**src/rtl/bandwidth_reservation_admission_defines.svh**
```systemverilog
// ----------------------------------------------------------------------------
// Assertion macros for the bandwidth reservation admission block
// Concurrent checks that compile away when ASSERT_OFF is set.
// ----------------------------------------------------------------------------
`ifndef BANDWIDTH_RESERVATION_ADMISSION_DEFINES_SVH
`define BANDWIDTH_RESERVATION_ADMISSION_DEFINES_SVH

`ifndef ASSERT_OFF
// same-cycle implication
`define BRA_ASSERT_IMPL(label, clk, rst_n, ante, cons, msg) \
	label: assert property (@(posedge clk) disable iff (!rst_n) (ante) |-> (cons)) \
		else $error(msg);
// next-cycle implication
`define BRA_ASSERT_NEXT(label, clk, rst_n, ante, cons, msg) \
	label: assert property (@(posedge clk) disable iff (!rst_n) (ante) |=> (cons)) \
		else $error(msg);
`else
`define BRA_ASSERT_IMPL(label, clk, rst_n, ante, cons, msg)
`define BRA_ASSERT_NEXT(label, clk, rst_n, ante, cons, msg)
`endif

`endif

```
**src/rtl/bra_rem.sv**
```systemverilog
// ----------------------------------------------------------------------------
// bra_rem
// Slot index register: the low bits of a time value, which are its remainder
// by the power-of-two ring depth, captured with a done pulse in the cycle after start.
// ----------------------------------------------------------------------------
`timescale 1ns / 1ps
`default_nettype none

module bra_rem #(
	parameter int unsigned DIVISOR = 8192
) (
	input  wire logic                         clk,
	input  wire logic                         arst_n,
	input  wire logic                         start,
	input  wire logic [$clog2(DIVISOR)-1:0]   dividend,
	output logic                              done,
	output logic [$clog2(DIVISOR)-1:0]        rem
);

	localparam int unsigned SW = $clog2(DIVISOR);

	logic [SW-1:0] rem_q;
	logic          done_q;

	// done pulse in the cycle after start
	always_ff @(posedge clk or negedge arst_n) begin
		if (!arst_n) begin
			done_q <= 1'b0;
		end else begin
			done_q <= start;
		end
	end

	// capture the slot index
	always_ff @(posedge clk) begin
		if (start) begin
			rem_q <= dividend;
		end
	end

	assign done = done_q;
	assign rem  = rem_q;

endmodule

`default_nettype wire

```
**config.mk**
```make
export PLATFORM = sky130hd
export DESIGN_NAME = bra_rem
export DESIGN_NICKNAME = d
export VERILOG_FILES = /design/src/rtl/bandwidth_reservation_admission_defines.svh /design/src/rtl/bra_rem.sv
export SDC_FILE = /design/constraint.sdc
export NUM_CORES = 1
export LEC_CHECK = 0
export ABC_AREA = 1
export ABC_CLOCK_PERIOD_IN_PS = 800
export BUFFER_PORTS_ARGS = -buffer_cell sky130_fd_sc_hd__buf_2
export CORE_AREA = 5 5 42 44
export CTS_BUF_LIST = sky130_fd_sc_hd__clkbuf_8
export CTS_CLUSTER_SIZE = 16
export DETAILED_ROUTE_END_ITERATION = 8
export DIE_AREA = 0 0 47 49
export SYNTH_ARGS = -nofsm -noshare
export SYNTH_HDL_FRONTEND = slang
export SYNTH_SLANG_ARGS = --single-unit
export TNS_END_PERCENT = 1
```
**constraint.sdc**
```tcl
create_clock -name clk -period 0.8 [get_ports clk]
set_clock_uncertainty 0.1 [all_clocks]
set_input_delay 0.08 -clock clk [delete_from_list [all_inputs] [get_ports clk]]
set_output_delay 0.08 -clock clk [all_outputs]
set_load 0.01 [all_outputs]
```
Yosys cells after proc, flatten, opt, wreduce, memory -nomap -nowiden
Index checks and enable logic that the tools add are counted.
- register bits: 14
- input bits: 16

Logic depth before layout (Yosys ltp)
Gate-level depths: netlist of the first run.
- depth after elaboration: 0
- gate-level depth with buffers: 0
- depth with buffers taken out: 0

Worst setup path before layout of the first run
No wires, ideal clock.
- path kind: register to output
- start point: register rem_q[0] (netlist: rem[0])
- end point: output port rem[0]
- arrival: 0.394 ns
- data required time: 0.620 ns
- setup slack: 0.226 ns
- stages on the path, launching flop included: 1
- buffers on the path: 0
- cell sequence: edfxtp_1
- RTL lines (element ; RTL line ; source):
    start, declared ; bra_rem.sv:22 ; logic [SW-1:0] rem_q;
    start signal, assigned ; bra_rem.sv:37 ; rem_q <= dividend;
    end, declared ; bra_rem.sv:17 ; output logic [$clog2(DIVISOR)-1:0] rem
No word-level cell between the ends.

Final worst setup path of the first run
- start point: register rem_q[9] (netlist: rem[9])
- end point: output port rem[9]
No word-level cell between the ends.

==> impl_metrics.json, run 1 <==
{
  "status": "finished, violations left",
  "violations": "hold timing, setup timing",
  "die_x_um": 47,
  "rsz0062_at_grt": "yes",
  "path_cells": "buf_2",
  "ios": 30,
  "hold_buffers": 1,
  "ant_nets": 0,
  "via_per_inst": 3.94,
  "h-tree-depth": 1,
  "maxCapViolCount": 0,
  "cts_tree": "built",
  "layout.cells.most_common_list": "buf_2, edfxtp_1, clkbuf_8",
  "drive_gt1_frac": 0.667,
  "wl_per_cell_um": 12.0,
  "grt_pass1_vias": 259,
  "path_buf_inv": 1,
  "min_to": "rem[8]",
  "hold_depth": 1,
  "grt_max_degree": 15,
  "final_common_cell": "buf_2",
  "ys_warn_count": 0,
  "die_h_um": 49,
  "fmax_mhz": 1070,
  "portBuffers": 29,
  "clk_pin_slew_ps": 50,
  "crit_path_end_kind": "output pin",
  "ys_ff_latch": 14,
  "multi_input_area_um2": 0,
  "core-area_um2": 1400,
  "p_per_area_nw_per_um2": 2450,
  "root_buffer": "clkbuf_8",
  "worstMarginPinSlew_ps": 277,
  "arrival_ps": 750,
  "track_usage": 0.0770,
  "power_leakage_nw": 0.280,
  "final_nets": 65,
  "area_growth_pct": 53.0,
  "cpLargestDelayFamily": "flip-flops",
  "place_ws_ps": 9.03,
  "fin_crit_sh": 1.17,
  "worstHoldStart": "dividend[8]",
  "antenna_cells": 0,
  "drcViolationCount": 0,
  "synth_area_um2": 415,
  "cp.required_ps": 620,
  "slew_viol_final": 0,
  "drtIter0Drc": 1,
  "place_area_um2": 581,
  "clock_path_buffers": 2,
  "vias": 252,
  "die_area_um2": 2300,
  "finalHoldViolCount": 13,
  "cts_sinks": 14,
  "multi_input_cells": 0,
  "max_stage_delay_ps": 370,
  "grt_overflow_total": 0,
  "critPathLaunchType": "flip-flop",
  "layout_setup_ws_ps": -135,
  "setup_viol": 14,
  "critPathSlowestCell": "edfxtp_1",
  "grt_pass1_wl_um": 1150,
  "slew_headroom": 0.815,
  "ir_worst_vdd_v": 0.00140,
  "hp-class": "in2reg",
  "initial_core_util": 0.296,
  "fin_crit_ps": 935,
  "synth_nets": 30,
  "finalInstanceArea_um2": 636,
  "synth_cell_types": 2,
  "antenna_found_initial": 0,
  "ys_seq_area_frac": 1.00,
  "whs_ps": -86.1,
  "synth.avg_cell_area_um2": 29.7,
  "cts_resized": 0,
  "place.gp.congestion": 0.615,
  "path_class": "reg2out",
  "drt-total-wl_um": 766,
  "syn_inst": 14,
  "crit_fanout": 1,
  "rows": 14,
  "dr.pass1.iters": 2,
  "cts_buffers": 3
}
## per-layer routing
layer / routed length (um) / global-route usage / part of all wire
met5: 0 / 0 / 0
met4: 0 / 0.0553 / 0
met3: 144 / 0.0590 / 0.19
met2: 326 / 0.0950 / 0.43
met1: 295 / 0.0871 / 0.39
## flip-flops by register name, indices dropped and copies added (netlist names)
| signal | cells |
|---|---|
| done | 1 |
| rem | 13 |
## cell usage after synthesis
cell type,instances,area share
dfrtp_1,1,0.060
edfxtp_1,13,0.94
## final cells by class
type / instances / area, um^2
clock buffers: 3 / 41.3
clock inverters: 1 / 3.75
fillers: 139 / 766
flip-flops and latches: 14 / 415
well taps: 16 / 20.0
repair buffers: 30 / 155
## worst max-delay path by stage
stage,slack (ps),from,cells past startpoint,endpoint
2_1_floorplan,230,rem[0],0,rem[0]
3_3_place_gp,30,start,1,rem[11]
3_5_place_dp,9,start,1,rem[10]
4_1_cts,-150,rem[7],1,rem[7]
5_1_grt,-180,rem[10],1,rem[10]
6_report,-130,rem[9],1,rem[9]
## per-stage QoR
step / utilization / instances / hold slack, ps / power, mW / TNS (ps)
6_report: 0.454 / 64 / -86.1 / 1.56 / -1560
5_1_grt: 0.454 / 64 / -98.7 / 1.65 / -2130
4_1_cts: 0.454 / 64 / -95.6 / 1.60 / -1780
3_5_place_dp: 0.414 / 59 / -244 / 1.02 / 0
3_3_place_gp: 0.414 / 59 / -245 / 1.02 / 0
2_1_floorplan: - / 14 / -316 / 0.924 / 0
## cells by family (layout without fill, tap and decap cells)
group	Yosys count	after routing	synth area share
buffers and inverters	0	34	0
DFF	14	14	1.00
## power by group
| group | switching [mW] | total, mW | internal [mW] | leakage, nW |
|---|---|---|---|---|
| clock network | 0.216 | 0.554 | 0.338 | 0.0231 |
| registers | 0.0113 | 0.875 | 0.863 | 0.139 |
| logic | 0.0681 | 0.132 | 0.0636 | 0.118 |
| total | 0.295 | 1.56 | 1.26 | 0.280 |
## timing repair
| item | in CTS | in global routing |
|---|---|---|
| hold endpoints to repair | 14 | 13 |
| buffers inserted | 0 | 0 |
| endpoints found under the setup margin | 14 | 14 |
Power figures use the tool's default switching activity.
==> run 2: changes to the inputs <==
==> constraint.sdc (replaced) <==
create_clock -name clk -period 0.8 [get_ports clk]
set_clock_uncertainty 0.1 [all_clocks]
set_input_delay 0.08 -clock clk [delete_from_list [all_inputs] [get_ports clk]]
set_output_delay 0.08 -clock clk [all_outputs]
set_load 0.005 [all_outputs]
==> impl_metrics.json, run 2 (same netlist as run 1, synthesis figures left out) <==
{
  "place_area_um2": 581,
  "fin_crit_ps": 912,
  "path_buf_inv": 1,
  "place_ws_ps": 14.8,
  "grt_overflow_total": 0,
  "worstHoldStart": "dividend[8]",
  "ir_worst_vdd_v": 0.00138,
  "wl_per_cell_um": 11.9,
  "cpLargestDelayFamily": "flip-flops",
  "fmax_mhz": 1100,
  "min_to": "rem[8]",
  "slew_headroom": 0.812,
  "crit_fanout": 1,
  "drcViolationCount": 0,
  "drtIter0Drc": 3,
  "h-tree-depth": 1,
  "crit_path_end_kind": "output pin",
  "antenna_found_initial": 0,
  "hold_buffers": 1,
  "setup_viol": 14,
  "vias": 259,
  "dr.pass1.iters": 2,
  "arrival_ps": 730,
  "largest_reg_flops": 13,
  "fin_crit_sh": 1.14,
  "violations": "hold timing, setup timing",
  "status": "finished, violations left",
  "track_usage": 0.0740,
  "fin_tns_setup_ps": -1310,
  "final_common_cell": "buf_2",
  "layout_setup_ws_ps": -112,
  "drive_gt1_frac": 0.667,
  "layout.cells.most_common_list": "buf_2, edfxtp_1, clkbuf_8",
  "initial_core_util": 0.296,
  "power.total_mw": 1.53,
  "path_class": "reg2out",
  "post_cts_buffers": 0,
  "ant_nets": 0,
  "cts_buffers": 3,
  "multi_input_area_um2": 0,
  "core-area_um2": 1400,
  "clk_pin_slew_ps": 50,
  "hp-class": "in2reg",
  "die_area_um2": 2300,
  "clock_path_buffers": 2,
  "die_h_um": 49,
  "die_x_um": 47,
  "final_nets": 65,
  "critPathLaunchType": "flip-flop",
  "place.gp.congestion": 0.615,
  "power_leakage_nw": 0.284,
  "whs_ps": -80.8,
  "root_buffer": "clkbuf_8",
  "ios": 30,
  "worstMarginPinSlew_ps": 282,
  "p_per_area_nw_per_um2": 2400,
  "hold_depth": 1,
  "max_stage_delay_ps": 360,
  "cts_tree": "built",
  "cts_resized": 0,
  "via_per_inst": 4.05,
  "finalInstanceArea_um2": 636,
  "grt_pass1_vias": 278,
  "slew_viol_final": 0,
  "cp.required_ps": 620,
  "antenna_cells": 0,
  "maxCapViolCount": 0,
  "portBuffers": 29,
  "rsz0062_at_grt": "yes",
  "grt_max_degree": 15,
  "cts_sinks": 14,
  "multi_input_cells": 0,
  "area_growth_pct": 53.0,
  "grt_pass1_wl_um": 1170,
  "path_cells": "buf_2",
  "drt-total-wl_um": 762,
  "finalHoldViolCount": 13,
  "critPathSlowestCell": "edfxtp_1",
  "rows": 14
}
run 2: through the flow:
| stage | instances | util | hold WS, ps |
|---|---|---|---|
| after floorplan | 14 | - | -316 |
| after global placement | 59 | 0.414 | -245 |
| after detailed placement | 59 | 0.414 | -244 |
| after CTS | 64 | 0.454 | -90.1 |
| after global routing | 64 | 0.454 | -92.6 |
| final | 64 | 0.454 | -80.8 |
run 2: worst max path at each step:
stage	cells past startpoint	endpoint	slack (ps)	startpoint
floorplan	0	rem[0]	260	rem[0]
global placement	1	rem[11]	30	start
detailed placement	1	rem[10]	10	start
CTS	1	rem[7]	-130	rem[7]
global route	1	rem[10]	-160	rem[10]
finish	1	rem[7]	-110	rem[7]
run 2: power breakdown:
part / switching (mW) / total [mW] / internal [mW]
Clock: 0.205 / 0.541 / 0.337
Combinational: 0.0489 / 0.112 / 0.0626
Sequential: 0.0107 / 0.874 / 0.864
Total: 0.264 / 1.53 / 1.26
run 2: layout make-up:
| cell class | instances | area (um^2) |
|---|---|---|
| clock buffers | 3 | 41.3 |
| clock inverters | 1 | 3.75 |
| fillers | 132 | 766 |
| flip-flops and latches | 14 | 415 |
| well taps | 16 | 20.0 |
| repair buffers | 30 | 155 |
run 2: repair_timing:
| action | CTS | global route |
|---|---|---|
| gates cloned | 0 | 0 |
| hold endpoints to repair | 14 | 13 |
| setup endpoints to repair | 14 | 14 |
| pin swaps | 0 | 0 |
run 2: layer usage:
metal  vias up  wire length [um]  global-route usage
met5         -                 0                   0
met2        22               330              0.0995
met3         0               150              0.0406
li1        122                 -                   -
met4         0                 0              0.0415
met1       115               282              0.0915
==> run 3: changes to the inputs <==
- MAX_ROUTING_LAYER: unset -> met4
==> impl_metrics.json, run 3 (same netlist as run 1, synthesis figures left out) <==
{
  "status": "finished, violations left",
  "violations": "hold timing, setup timing",
  "crit_path_end_kind": "output pin",
  "power.total_mw": 1.53,
  "place.gp.congestion": 0.620,
  "largest_reg_flops": 13,
  "final_nets": 65,
  "hp-class": "in2reg",
  "cpLargestDelayFamily": "flip-flops",
  "grt.met1_usage": 0.0962,
  "multi_input_area_um2": 0,
  "cts_tree": "built",
  "path_cells": "buf_2",
  "worstHoldStart": "dividend[8]",
  "grt_overflow_total": 0,
  "layout.cells.most_common_list": "buf_2, edfxtp_1, clkbuf_8",
  "p_per_area_nw_per_um2": 2400,
  "max_stage_delay_ps": 360,
  "crit_fanout": 1,
  "final_common_cell": "buf_2",
  "slew_headroom": 0.812,
  "maxCapViolCount": 0,
  "die_area_um2": 2300,
  "cts_resized": 0,
  "setup_viol": 14,
  "vias": 259,
  "post_cts_buffers": 0,
  "power_leakage_nw": 0.284,
  "layout_setup_ws_ps": -112,
  "portBuffers": 29,
  "multi_input_cells": 0,
  "ir_worst_vdd_v": 0.00138,
  "initial_core_util": 0.296,
  "slew_viol_final": 0,
  "die_x_um": 47,
  "antenna_cells": 0,
  "grt_pass1_wl_um": 1170,
  "cp.required_ps": 620,
  "clock_path_buffers": 2,
  "grt_max_degree": 15,
  "grtUsageMet2": 0.0995,
  "rsz0062_at_grt": "yes",
  "dr.pass1.iters": 2,
  "hold_depth": 1,
  "arrival_ps": 730,
  "track_usage": 0.0760,
  "clk_pin_slew_ps": 50,
  "drt-total-wl_um": 762,
  "cts_buffers": 3,
  "grt_pass1_vias": 278,
  "whs_ps": -80.8,
  "core-area_um2": 1400,
  "grt_busiest_layer": "met2",
  "via_per_inst": 4.05,
  "fmax_mhz": 1100,
  "drive_gt1_frac": 0.667,
  "hold_buffers": 1,
  "cts_sinks": 14,
  "area_growth_pct": 53.0,
  "drtIter0Drc": 3,
  "worstMarginPinSlew_ps": 282,
  "path_depth": 1,
  "path_buf_inv": 1,
  "root_buffer": "clkbuf_8",
  "wl_per_cell_um": 11.9,
  "use_met3": 0.0332,
  "finalHoldViolCount": 13,
  "startpoint": "rem[7]",
  "critPathLaunchType": "flip-flop",
  "path_class": "reg2out",
  "rows": 14,
  "antenna_found_initial": 0,
  "fin_crit_sh": 1.14,
  "drcViolationCount": 0,
  "ios": 30,
  "h-tree-depth": 1,
  "die_h_um": 49,
  "ant_nets": 0,
  "fin_crit_ps": 912,
  "critPathSlowestCell": "edfxtp_1"
}
==> run 3: cell counts in the layout (fill, tap and decap cells not counted) <==
Identical to the previous run, type by type.
==> run 3: final timing paths <==
path | endpoint | slack (ps)
max in group asynchronous | done | 460
max | rem[7] | -110
min | rem[8] | -80
min in group asynchronous | done | 50
==> run 3: report_power, final <==
part           total, mW  switching [mW]  leakage, nW  internal, mW
combinational      0.112          0.0491        0.118        0.0626
clock              0.541           0.205       0.0269         0.337
sequential         0.874          0.0107        0.139         0.864
total               1.53           0.264        0.284          1.26
==> run 3: layer usage <==
| layer | routed length [um] | part of all wire |
|---|---|---|
| met5 | 0 | 0 |
| met4 | 0 | 0 |
| met3 | 134 | 0.18 |
| met2 | 330 | 0.43 |
| met1 | 298 | 0.39 |
==> run 3: area by class of cell <==
cell class,count,area [um^2]
repair buffers,30,155
flip-flops and latches,14,415
clock inverters,1,3.75
well taps,16,20.0
clock buffers,3,41.3
fillers,132,766
==> run 3: metrics by stage <==
stage / area (um^2) / setup WS, ps / instances / setup TNS (ps) / util
3_3_place_gp: 581 / 32.6 / 59 / 0 / 0.414
2_1_floorplan: 415 / 265 / 14 / 0 / -
6_report: 636 / -112 / 64 / -1310 / 0.454
5_1_grt: 636 / -156 / 64 / -1860 / 0.454
4_1_cts: 636 / -130 / 64 / -1500 / 0.454
3_5_place_dp: 581 / 14.8 / 59 / 0 / 0.414
